File: config.mk
export PLATFORM = sky130hd
export DESIGN_NAME = earliest_completion_path_scheduler_core
export DESIGN_NICKNAME = d
export VERILOG_FILES = /design/src/hdl/ecps_pkg.sv /design/src/hdl/ecps_ram.sv /design/src/hdl/ecps_div.sv /design/src/hdl/earliest_completion_path_scheduler_core.sv
export SDC_FILE = /design/constraint.sdc
export NUM_CORES = 2
export LEC_CHECK = 0
export BUFFER_PORTS_ARGS = -buffer_cell sky130_fd_sc_hd__buf_2
export CAP_MARGIN = 0
export CORE_MARGIN = 3
export CORE_UTILIZATION = 35
export CTS_BUF_LIST = sky130_fd_sc_hd__clkbuf_2 sky130_fd_sc_hd__clkbuf_4 sky130_fd_sc_hd__clkbuf_8
export DETAILED_ROUTE_END_ITERATION = 7
export GPL_TIMING_DRIVEN = 0
export SLEW_MARGIN = 25
export SYNTH_ARGS = -nofsm -noshare
export SYNTH_HDL_FRONTEND = slang
export SYNTH_SLANG_ARGS = --single-unit
File: constraint.sdc
create_clock -name clk_i -period 27.4 [get_ports clk_i]
set_input_delay 2.74 -clock clk_i [delete_from_list [all_inputs] [get_ports clk_i]]
set_output_delay 2.74 -clock clk_i [all_outputs]
set_load 0.01 [all_outputs]
File: src/hdl/ecps_pkg.sv
// Shared types, codes and constants of the earliest completion path scheduler.
package ecps_pkg;

  localparam int MAX_PATHS_DEF = 8;

  localparam logic [15:0] SEGMENT_SIZE_RST = 16'd1200;
  localparam logic [19:0] MIN_RATE_RST     = 20'd1000;
  localparam logic [23:0] DEF_RTT_RST      = 24'd100000;

  localparam logic [19:0] USEC_PER_SEC = 20'd1000000;
  localparam logic [39:0] RATE_MAX     = {40{1'b1}};
  localparam logic [47:0] INFLIGHT_MAX = {48{1'b1}};
  localparam logic [63:0] TIME_MAX     = {64{1'b1}};

  // Divider sizing: numerator holds (inflight + segment) * 1e6 or cwnd * 1e6, denominator a rate or an RTT.
  localparam int DIV_NUM_W = 72;
  localparam int DIV_DEN_W = 40;

  typedef enum logic [2:0] {
    OP_ADD    = 3'd0,
    OP_REMOVE = 3'd1,
    OP_SENT   = 3'd2,
    OP_ACK    = 3'd3,
    OP_LOSS   = 3'd4,
    OP_SELECT = 3'd5
  } op_e;

  typedef enum logic [1:0] {
    ST_OK      = 2'd0,
    ST_UNKNOWN = 2'd1,
    ST_FULL    = 2'd2
  } status_e;

  typedef enum logic [1:0] {
    CFG_SEGMENT  = 2'd0,
    CFG_MIN_RATE = 2'd1,
    CFG_DEF_RTT  = 2'd2
  } cfg_idx_e;

  typedef struct packed {
    logic [2:0]  op;
    logic [7:0]  path_id;
    logic        usable;
    logic [31:0] byte_count;
    logic [39:0] measured_bandwidth;
    logic [31:0] congestion_window;
    logic [31:0] smoothed_rtt;
  } ecps_in_t;

  typedef struct packed {
    logic [1:0]  status;
    logic [7:0]  primary_path;
    logic [7:0]  backup_path;
    logic        backup_valid;
    logic [63:0] best_completion;
    logic        switched;
  } ecps_out_t;

  // One row of the path memory.
  typedef struct packed {
    logic        usable;
    logic [47:0] inflight;
    logic [39:0] rate;
    logic [31:0] rtt;
  } entry_t;

endpackage

File: src/hdl/ecps_ram.sv
// Generic simple dual-port RAM with registered read.
module ecps_ram #(
  parameter int WIDTH = 8,
  parameter int DEPTH = 8,
  localparam int AW = (DEPTH > 1) ? $clog2(DEPTH) : 1
) (
  input  logic             clk_i,
  input  logic             we_i,
  input  logic [AW-1:0]    waddr_i,
  input  logic [WIDTH-1:0] wdata_i,
  input  logic [AW-1:0]    raddr_i,
  output logic [WIDTH-1:0] rdata_o
);

  logic [WIDTH-1:0] mem_q [DEPTH];
  logic [WIDTH-1:0] rdata_q;

  always_ff @(posedge clk_i) begin
    if (we_i) begin
      mem_q[waddr_i] <= wdata_i;
    end
    rdata_q <= mem_q[raddr_i];
  end

  assign rdata_o = rdata_q;

endmodule

File: src/hdl/ecps_div.sv
// Restoring radix-2 divider, one quotient bit per cycle.
module ecps_div import ecps_pkg::*; #(
  parameter int NUM_W = DIV_NUM_W,
  parameter int DEN_W = DIV_DEN_W
) (
  input  logic             clk_i,
  input  logic             rst_ni,
  input  logic             start_i,
  input  logic [NUM_W-1:0] num_i,
  input  logic [DEN_W-1:0] den_i,
  output logic             done_o,
  output logic [NUM_W-1:0] quo_o
);

  localparam int CNT_W = $clog2(NUM_W + 1);

  logic [NUM_W-1:0] acc_q;
  logic [DEN_W-1:0] rem_q;
  logic [DEN_W-1:0] den_q;
  logic [CNT_W-1:0] cnt_q;
  logic             busy_q;
  logic             done_q;

  logic [DEN_W:0]   trial;
  logic [DEN_W:0]   diff;
  logic             ge;

  assign trial = {rem_q, acc_q[NUM_W-1]};
  assign ge    = trial >= {1'b0, den_q};
  assign diff  = trial - {1'b0, den_q};

  always_ff @(posedge clk_i or negedge rst_ni) begin
    if (!rst_ni) begin
      acc_q  <= '0;
      rem_q  <= '0;
      den_q  <= '0;
      cnt_q  <= '0;
      busy_q <= 1'b0;
      done_q <= 1'b0;
    end else begin
      done_q <= 1'b0;
      if (start_i) begin
        acc_q  <= num_i;
        rem_q  <= '0;
        den_q  <= den_i;
        cnt_q  <= CNT_W'(NUM_W);
        busy_q <= 1'b1;
      end else if (busy_q) begin
        // shift in the next numerator bit, subtract when it fits
        rem_q <= ge ? diff[DEN_W-1:0] : trial[DEN_W-1:0];
        acc_q <= {acc_q[NUM_W-2:0], ge};
        cnt_q <= cnt_q - CNT_W'(1);
        if (cnt_q == CNT_W'(1)) begin
          busy_q <= 1'b0;
          done_q <= 1'b1;
        end
      end
    end
  end

  assign done_o = done_q;
  assign quo_o  = acc_q;

endmodule

File: src/hdl/earliest_completion_path_scheduler_core.sv
// Top level of the earliest completion path scheduler.
//
// Keeps up to MAX_PATHS path entries. Valid bits and path ids sit in flops for
// a combinational id lookup; usable, inflight bytes, rate and RTT sit in one
// synchronous RAM (registered read) that add, sent, ack and loss read, modify
// and write back (an add or sent that allocates starts from a fresh entry
// instead of reading) and that select only reads. A command is taken when
// start is high and busy is low; its single result appears on res_o for
// exactly one cycle with result_valid_o, and cannot be held off. Remove,
// unknown entry, table full and unused op answer directly from idle. Add,
// sent, ack and loss otherwise go through the modify step and write back; a
// rate from cwnd / RTT (add, ack, or a sent that allocates) takes a two-step
// multiply and the shared bit-serial divider. Select visits every slot, skips
// empty and unusable entries, and runs each usable entry with a nonzero rate
// through the same multiply and divider. Busy holds off any new command.
// Configuration is always ready; it is to be written by the user only while
// busy is low and no result is pending, which the block does not enforce.
module earliest_completion_path_scheduler_core import ecps_pkg::*; #(
  parameter int MAX_PATHS = MAX_PATHS_DEF
) (
  input  logic      clk_i,
  input  logic      rst_ni,
  input  logic      start,
  output logic      busy,
  input  ecps_in_t  in_i,
  output logic      result_valid_o,
  output ecps_out_t res_o,
  input  logic      cfg_valid_i,
  output logic      cfg_ready_o,
  input  logic [1:0]  cfg_index_i,
  input  logic [23:0] cfg_data_i
);

  localparam int IW = (MAX_PATHS > 1) ? $clog2(MAX_PATHS) : 1;
  localparam int CW = $clog2(MAX_PATHS + 1);

  typedef enum logic [3:0] {
    S_IDLE,
    S_RD,
    S_MOD,
    S_MUL_LO,
    S_MUL_HI,
    S_DIV,
    S_FIN,
    S_WB,
    S_SEL_NEXT,
    S_SEL_RD,
    S_SEL_CMP
  } state_e;

  state_e state_q;

  // configuration
  logic [15:0] seg_q;
  logic [19:0] min_rate_q;
  logic [23:0] def_rtt_q;

  // tag side of the table
  logic [MAX_PATHS-1:0] valid_q;
  logic [7:0]           path_q [MAX_PATHS];

  logic [7:0] cur_path_q;
  logic       cur_valid_q;

  // command in progress
  ecps_in_t    in_q;
  entry_t      ent_q;
  logic [IW-1:0] slot_q;
  logic        alloc_q;
  logic [48:0] mul_op_q;
  logic [44:0] prod_lo_q;

  // select scan
  logic [CW-1:0] scan_q;
  logic [IW-1:0] best_q;
  logic [IW-1:0] second_q;
  logic          best_found_q;
  logic          second_found_q;
  logic [63:0]   bmin_q;
  logic [63:0]   smin_q;
  logic [63:0]   cand_q;

  ecps_out_t res_q;
  logic      res_valid_q;

  // lookup: matching slot and first free slot
  logic          hit_any;
  logic [IW-1:0] hit_idx;
  logic          free_any;
  logic [IW-1:0] free_idx;

  always_comb begin
    hit_any  = 1'b0;
    hit_idx  = '0;
    free_any = 1'b0;
    free_idx = '0;
    for (int i = MAX_PATHS - 1; i >= 0; i--) begin
      if (valid_q[i] && path_q[i] == in_i.path_id) begin
        hit_any = 1'b1;
        hit_idx = IW'(i);
      end
      if (!valid_q[i]) begin
        free_any = 1'b1;
        free_idx = IW'(i);
      end
    end
  end

  logic [IW-1:0] scan_idx;
  assign scan_idx = scan_q[IW-1:0];

  // entry memory
  logic          ram_we;
  logic [IW-1:0] ram_raddr;
  entry_t        ram_rdata;

  assign ram_we    = (state_q == S_WB);
  assign ram_raddr = (state_q == S_IDLE) ? hit_idx : scan_idx;

  ecps_ram #(
    .WIDTH($bits(entry_t)),
    .DEPTH(MAX_PATHS)
  ) u_entry_ram (
    .clk_i  (clk_i),
    .we_i   (ram_we),
    .waddr_i(slot_q),
    .wdata_i(ent_q),
    .raddr_i(ram_raddr),
    .rdata_o(ram_rdata)
  );

  // multiply by 1e6 in two halves, then divide
  logic [44:0] lo_prod;
  logic [43:0] hi_prod;
  logic [71:0] prod_full;
  logic        sel_mode;
  logic        div_start;
  logic        div_done;
  logic [71:0] div_quo;
  logic [39:0] div_den;

  assign lo_prod   = mul_op_q[24:0] * USEC_PER_SEC;
  assign hi_prod   = mul_op_q[48:25] * USEC_PER_SEC;
  assign prod_full = 72'(prod_lo_q) + 72'({hi_prod, 25'b0});
  assign sel_mode  = (in_q.op == OP_SELECT);
  assign div_start = (state_q == S_MUL_HI);
  assign div_den   = sel_mode ? ent_q.rate : 40'(ent_q.rtt);

  ecps_div #(
    .NUM_W(DIV_NUM_W),
    .DEN_W(DIV_DEN_W)
  ) u_div (
    .clk_i  (clk_i),
    .rst_ni (rst_ni),
    .start_i(div_start),
    .num_i  (prod_full),
    .den_i  (div_den),
    .done_o (div_done),
    .quo_o  (div_quo)
  );

  // completion estimate from quotient, saturating at the top
  logic [64:0] cand_sum;
  logic [63:0] cand_calc;
  logic [39:0] rate_calc;

  assign cand_sum  = {1'b0, div_quo[63:0]} + 65'(ent_q.rtt);
  assign cand_calc = (div_quo[71:64] != '0 || cand_sum[64]) ? TIME_MAX : cand_sum[63:0];
  assign rate_calc = (div_quo[71:40] != '0) ? RATE_MAX : div_quo[39:0];

  // inflight accounting
  logic [48:0] sent_sum;
  logic [47:0] sent_sat;
  logic [47:0] drop_sub;

  assign sent_sum = {1'b0, ent_q.inflight} + 49'(in_q.byte_count);
  assign sent_sat = sent_sum[48] ? INFLIGHT_MAX : sent_sum[47:0];
  assign drop_sub = (ent_q.inflight >= 48'(in_q.byte_count))
                  ? ent_q.inflight - 48'(in_q.byte_count) : '0;

  logic need_refresh;
  assign need_refresh = (in_q.op == OP_ADD) || (in_q.op == OP_ACK) ||
                        ((in_q.op == OP_SENT) && alloc_q);

  logic       new_switch;
  assign new_switch = !cur_valid_q || (cur_path_q != path_q[best_q]);

  assign cfg_ready_o = 1'b1;

  always_ff @(posedge clk_i or negedge rst_ni) begin
    if (!rst_ni) begin
      seg_q      <= SEGMENT_SIZE_RST;
      min_rate_q <= MIN_RATE_RST;
      def_rtt_q  <= DEF_RTT_RST;
    end else if (cfg_valid_i) begin
      unique case (cfg_idx_e'(cfg_index_i))
        CFG_SEGMENT:  seg_q      <= cfg_data_i[15:0];
        CFG_MIN_RATE: min_rate_q <= cfg_data_i[19:0];
        CFG_DEF_RTT:  def_rtt_q  <= cfg_data_i;
        default: ;
      endcase
    end
  end

  always_ff @(posedge clk_i or negedge rst_ni) begin
    if (!rst_ni) begin
      state_q        <= S_IDLE;
      valid_q        <= '0;
      path_q         <= '{default: '0};
      cur_path_q     <= '0;
      cur_valid_q    <= 1'b0;
      in_q           <= '0;
      ent_q          <= '0;
      slot_q         <= '0;
      alloc_q        <= 1'b0;
      mul_op_q       <= '0;
      prod_lo_q      <= '0;
      scan_q         <= '0;
      best_q         <= '0;
      second_q       <= '0;
      best_found_q   <= 1'b0;
      second_found_q <= 1'b0;
      bmin_q         <= TIME_MAX;
      smin_q         <= TIME_MAX;
      cand_q         <= '0;
      res_q          <= '0;
      res_valid_q    <= 1'b0;
    end else begin
      res_valid_q <= 1'b0;
      unique case (state_q)
        S_IDLE: begin
          if (start) begin
            in_q    <= in_i;
            alloc_q <= 1'b0;
            res_q   <= '0;
            unique case (op_e'(in_i.op))
              OP_ADD, OP_SENT: begin
                if (hit_any) begin
                  slot_q  <= hit_idx;
                  state_q <= S_RD;
                end else if (free_any) begin
                  // allocate: fresh entry, then fall into the modify step
                  slot_q            <= free_idx;
                  valid_q[free_idx] <= 1'b1;
                  path_q[free_idx]  <= in_i.path_id;
                  ent_q.usable      <= 1'b0;
                  ent_q.inflight    <= '0;
                  ent_q.rate        <= 40'(min_rate_q);
                  ent_q.rtt         <= 32'(def_rtt_q);
                  alloc_q           <= 1'b1;
                  state_q           <= S_MOD;
                end else begin
                  res_q.status <= ST_FULL;
                  res_valid_q  <= 1'b1;
                end
              end
              OP_REMOVE: begin
                if (hit_any) begin
                  valid_q[hit_idx] <= 1'b0;
                end else begin
                  res_q.status <= ST_UNKNOWN;
                end
                if (cur_valid_q && cur_path_q == in_i.path_id) begin
                  cur_valid_q <= 1'b0;
                end
                res_valid_q <= 1'b1;
              end
              OP_ACK, OP_LOSS: begin
                if (hit_any) begin
                  slot_q  <= hit_idx;
                  state_q <= S_RD;
                end else begin
                  res_q.status <= ST_UNKNOWN;
                  res_valid_q  <= 1'b1;
                end
              end
              OP_SELECT: begin
                scan_q         <= '0;
                best_found_q   <= 1'b0;
                second_found_q <= 1'b0;
                bmin_q         <= TIME_MAX;
                smin_q         <= TIME_MAX;
                state_q        <= S_SEL_NEXT;
              end
              default: begin
                res_q.status <= ST_UNKNOWN;
                res_valid_q  <= 1'b1;
              end
            endcase
          end
        end

        S_RD: begin
          ent_q   <= ram_rdata;
          state_q <= S_MOD;
        end

        S_MOD: begin
          if (in_q.op == OP_ADD || in_q.op == OP_ACK) begin
            ent_q.usable <= in_q.usable;
          end
          if (in_q.op == OP_SENT) begin
            ent_q.inflight <= sent_sat;
          end
          if (in_q.op == OP_ACK || in_q.op == OP_LOSS) begin
            ent_q.inflight <= drop_sub;
          end
          if (need_refresh) begin
            priority if (in_q.measured_bandwidth != '0) begin
              ent_q.rate <= in_q.measured_bandwidth;
              state_q    <= S_FIN;
            end else if (in_q.congestion_window != '0 && ent_q.rtt != '0) begin
              mul_op_q <= 49'(in_q.congestion_window);
              state_q  <= S_MUL_LO;
            end else begin
              state_q <= S_FIN;
            end
          end else begin
            state_q <= S_WB;
          end
        end

        S_MUL_LO: begin
          prod_lo_q <= lo_prod;
          state_q   <= S_MUL_HI;
        end

        S_MUL_HI: begin
          state_q <= S_DIV;
        end

        S_DIV: begin
          if (div_done) begin
            if (sel_mode) begin
              cand_q  <= cand_calc;
              state_q <= S_SEL_CMP;
            end else begin
              ent_q.rate <= rate_calc;
              state_q    <= S_FIN;
            end
          end
        end

        S_FIN: begin
          // clamp the rate, then take the new RTT
          if (ent_q.rate < 40'(min_rate_q)) begin
            ent_q.rate <= 40'(min_rate_q);
          end
          if (in_q.smoothed_rtt != '0) begin
            ent_q.rtt <= in_q.smoothed_rtt;
          end
          state_q <= S_WB;
        end

        S_WB: begin
          res_q.status <= ST_OK;
          res_valid_q  <= 1'b1;
          state_q      <= S_IDLE;
        end

        S_SEL_NEXT: begin
          if (scan_q == CW'(MAX_PATHS)) begin
            if (best_found_q) begin
              res_q.status          <= ST_OK;
              res_q.primary_path    <= path_q[best_q];
              res_q.backup_path     <= second_found_q ? path_q[second_q] : 8'd0;
              res_q.backup_valid    <= second_found_q;
              res_q.best_completion <= bmin_q;
              res_q.switched        <= new_switch;
              cur_path_q            <= path_q[best_q];
              cur_valid_q           <= 1'b1;
            end else begin
              res_q.status <= ST_UNKNOWN;
            end
            res_valid_q <= 1'b1;
            state_q     <= S_IDLE;
          end else if (valid_q[scan_idx]) begin
            state_q <= S_SEL_RD;
          end else begin
            scan_q <= scan_q + CW'(1);
          end
        end

        S_SEL_RD: begin
          ent_q <= ram_rdata;
          priority if (!ram_rdata.usable) begin
            scan_q  <= scan_q + CW'(1);
            state_q <= S_SEL_NEXT;
          end else if (ram_rdata.rate == '0) begin
            cand_q  <= TIME_MAX;
            state_q <= S_SEL_CMP;
          end else begin
            mul_op_q <= 49'(ram_rdata.inflight) + 49'(seg_q);
            state_q  <= S_MUL_LO;
          end
        end

        S_SEL_CMP: begin
          // strictly smaller wins, so ties keep the lower slot
          if (cand_q < bmin_q) begin
            second_q       <= best_q;
            second_found_q <= best_found_q;
            smin_q         <= bmin_q;
            best_q         <= scan_idx;
            best_found_q   <= 1'b1;
            bmin_q         <= cand_q;
          end else if (cand_q < smin_q) begin
            second_q       <= scan_idx;
            second_found_q <= 1'b1;
            smin_q         <= cand_q;
          end
          scan_q  <= scan_q + CW'(1);
          state_q <= S_SEL_NEXT;
        end

        default: state_q <= S_IDLE;
      endcase
    end
  end

  assign busy           = (state_q != S_IDLE);
  assign result_valid_o = res_valid_q;
  assign res_o          = res_q;

`ifndef NO_ASSERTIONS
  // a result only leaves once the sequencer is back at rest
  a_result_at_idle: assert property (@(posedge clk_i) disable iff (!rst_ni)
    result_valid_o |-> (state_q == S_IDLE))
    else $error("result strobe outside idle");

  // a remove is answered in the following cycle
  a_remove_latency: assert property (@(posedge clk_i) disable iff (!rst_ni)
    (start && !busy && in_i.op == OP_REMOVE) |=> result_valid_o)
    else $error("remove not answered next cycle");

  // failed transactions carry no selection
  a_fail_clean: assert property (@(posedge clk_i) disable iff (!rst_ni)
    (result_valid_o && res_o.status != ST_OK) |->
      (res_o.best_completion == '0 && !res_o.switched && !res_o.backup_valid))
    else $error("selection fields set on failed transaction");

  // the divider only finishes while the sequencer waits for it
  a_div_owner: assert property (@(posedge clk_i) disable iff (!rst_ni)
    div_done |-> (state_q == S_DIV))
    else $error("divider result with no waiting step");
`endif

endmodule
==> reports/results.ini <==
[global_routing]
antenna_found_initial=50
gr-total-overflow=0
grt_pass1_wl_mm=542
grt_max_degree=126
grt_pass1_vias=81000
track_usage_pct=22.8

[placed_design]
portBuffers=254
dp.cells=14700
dp_hpwl_mm=279
globalplace.congestion=0.988

[detailed_routing]
wirelength_mm=369
drt_iter0_markers=8791
final_antenna_net_count=0
first_pass_iters=8
wire_per_inst_um=24.0
routed-via-count=83800
drc_errors=5
vias_per_cell=5.44

[synthesis]
netlist.area_leader.share_pct=27.0
synth_flop_cell=edfxtp_1
synth_edf_count=968
yosysWarnings=0
avgSynthCellArea_um2=10.4
postSynthCellCount=10300
yosysTopAreaCell=edfxtp_1
ys_top_cells_by_area=edfxtp_1, dfrtp_1, ha_1, nand2_1, fa_1
synth_seq_cells=2037
syn-cell-area_um2=108000
syn_nets=11300
synthArstFlopShare_pct=46.5
synth_cell_types=112
ys_seq_area_share_pct=51.5

[power_and_ir_drop]
finalPower_mw=13.1
ir_drop_v=0.0000609
p_per_area_nw_per_um2=106
p_leak_nw=54.6

[floorplan]
num_rows=202
core_area_um2=305000
start_util_pct=35.3
die-area_um2=314000
fp.dieH_um=561
die_w_um=561
ioPinCount=265

[sta]
tightest_slew_ns=1.13
tns_ns=0
period_minus_slack_ns=7.14
final_max_slew_viol_count=0
finalHoldViolations=0
setup_viol=0
whs_ns=0.419
finClkSkew_ns=0.0996
fmax_mhz=140
finalCritPeriodShare_pct=26.1
slew-limit-headroom_pct=24.7
rsz0062_at_grt=false

[setup_path]
timing.rr.start=mul_op_q[31]$_DFFE_PN0P_
startpoint=mul_op_q[31]$_DFFE_PN0P_
crit_fanout=9
criticalPathCategory=reg2reg
worstSetupStartpointType=flop
end_kind=flop
required_ns=28.23
crit_arrival_ns=7.97

[clock_tree]
tritoncts=built
htree_levels=5
numCtsBuffers=348
clk_latency_ns=1.03
cts-resized-gates=0
path_clk_slew_ns=0.06
ctsRootBufferMaster=clkbuf_8
hold_buffers=0
cts_setup_buffers=0
cts_buffer_depth=4
cts.sinks=2037

[status]
run_status=finished, violations left
violations=DRC

[hold_path]
hp-start=prod_lo_q[22]$_DFFE_PN0P_
hold_class=reg2reg

[finish]
postLayoutCoreUtil_pct=40.5
finalNetCount=12000
layout.cells.non_filler=15400
ff_latch_area_um2=55400
area_growth_pct=14.7
multi_input_area_um2=47900
drive_gt1_share_pct=14.3
n_fill_cell=29800

[job]
maxCapViolCount=0

[cells in the mapped netlist, types with 34 or more instances]
master and instances:
xnor2_1 216, a31o_2 109, dfxtp_1 121, a211oi_1 53, dfrtp_1 804, a31oi_1 129, mux4_2 34, mux2_2 179
edfxtp_1 968, nor4_1 87, a311oi_1 131, dfstp_2 144, nand2b_1 45, a21oi_1 499, a22oi_1 79, buf_2 83
nor2b_1 69, inv_1 561, nand2_1 1916, clkbuf_1 410, mux2i_1 138, nor2_1 610, fa_1 201, o21a_1 37
o21ai_0 533, ha_1 576, nand4_1 101, buf_1 39, nand3_1 344, o21bai_1 44, a21o_1 184, xor2_1 129
and3_1 161, nor3_1 82
[stage by stage]
step                setup slack, ns  area (um2)
CTS                           20.26      123000
floorplan                     17.17      108000
detailed placement            20.20      116000
finish                        20.26      123000
global placement               1.84      114000
global route                  19.78      123000
[worst max-delay path: stages, from the launching register on]
cell     delay, ns
dfrtp_1       0.49
inv_1         0.20
fa_1          0.56
inv_1         0.05
fa_1          0.50
fa_1          0.57
fa_1          0.43
ha_1          0.30
inv_1         0.05
fa_1          0.50
inv_1         0.04
ha_1          0.27
buf_2         0.18
a21oi_1       0.12
o21ai_0       0.12
o41ai_1       0.56
o21a_1        0.27
o41ai_4       0.11
a21oi_1       0.27
a21oi_1       0.11
o31ai_1       0.51
and4b_1       0.28
nand4_1       0.12
xor2_1        0.28
a21oi_1       0.11
[layer usage]
layer	up-vias	share of wire (%)	global-route usage (%)
met4	4	5.0	10.6
met5	-	0.0089	0
met1	41200	42	31.0
met2	3631	44	34.6
li1	38100	-	-
met3	825	9.1	5.22
[power breakdown]
| group | total, mW | internal (mW) | leakage (nW) | switching [mW] |
|---|---|---|---|---|
| Sequential | 5.10 | 4.09 | 21.8 | 1.00 |
| Combinational | 5.09 | 1.96 | 28.9 | 3.13 |
| Clock | 2.93 | 1.62 | 3.88 | 1.31 |
[final cells by class]
cell class                      count  share of cell area, %
Clock buffer                      535                   5.30
Timing Repair Buffer              358                   2.58
Clock inverter                     98                  0.664
Sequential cell                  2037                   44.9
Multi-Input combinational cell   7146                   38.8
Buffer                            556                   1.91
Tap cell                         4080                   4.13
Antenna cell                       26                 0.0527
Inverter                          564                   1.71
[cells by family (layout without fill, tap and decap cells)]
group / Yosys count / after routing / synth area share, %
compound gates: 2119 / 2119 / 12.8
buf+inv: 1120 / 2111 / 4.13
xor+xnor: 345 / 345 / 2.81
fa+ha+maj: 777 / 777 / 10.4
flops: 2037 / 2037 / 51.5
other cells: 1 / 27 / 0.00348
simple gates: 3553 / 3553 / 14.5
mux: 351 / 351 / 3.87
[flip-flops by register name (all words and copies together), names as in the netlist, 4 cells and up]
signal / count
bmin_q: 64
cand_q: 64
cur_path_q: 8
def_rtt_q: 24
ent_q: 121
in_q: 140
min_rate_q: 20
mul_op_q: 49
path_q: 64
prod_lo_q: 39
res_o: 84
scan_q: 4
seg_q: 16
smin_q: 64
state_q: 4
u_div.cnt_q: 7
u_div.den_q: 40
u_div.quo_o: 72
u_div.rem_q: 40
u_entry_ram.mem_q: 968
u_entry_ram.rdata_o: 121
valid_q: 8
[worst paths after layout]
| kind | to | slack, ns | cells after the start |
|---|---|---|---|
| worst max-delay path | u_div.quo_o[68]$_DFFE_PN0P_ | 20.26 | 24 |
| worst min-delay path | u_div.quo_o[22]$_DFFE_PN0P_ | 0.42 | 2 |
| worst max register to register | u_div.quo_o[68]$_DFFE_PN0P_ | 20.26 | 24 |
| worst min register to register | u_div.quo_o[22]$_DFFE_PN0P_ | 0.42 | 2 |
| max in group asynchronous | ent_q[98]$_DFFE_PN0P_ | 23.22 | 5 |
| min in group asynchronous | in_q[28]$_DFFE_PN0P_ | 1.69 | 1 |
[placed cells by master (no fill, tap or decap), types with 87 or more instances in the layout]
cell	Yosys	final
nand4_1	101	101
nor4_1	87	87
nor2_1	610	602
a31o_2	109	109
buf_2	83	336
xor2_1	129	129
inv_1	561	561
clkbuf_8	0	404
and3_1	161	161
a31oi_1	129	129
a21oi_1	499	498
nand3_1	344	344
ha_1	576	576
edfxtp_1	968	968
fa_1	201	201
xnor2_1	216	216
dfstp_2	144	144
dfxtp_1	121	121
mux2i_1	138	137
clkbuf_1	410	388
o21ai_0	533	533
mux2_2	179	179
dfrtp_1	804	804
a21o_1	184	184
clkbuf_4	0	131
nand2_1	1916	1916
a311oi_1	131	131
(Power assumes the default switching activity.)
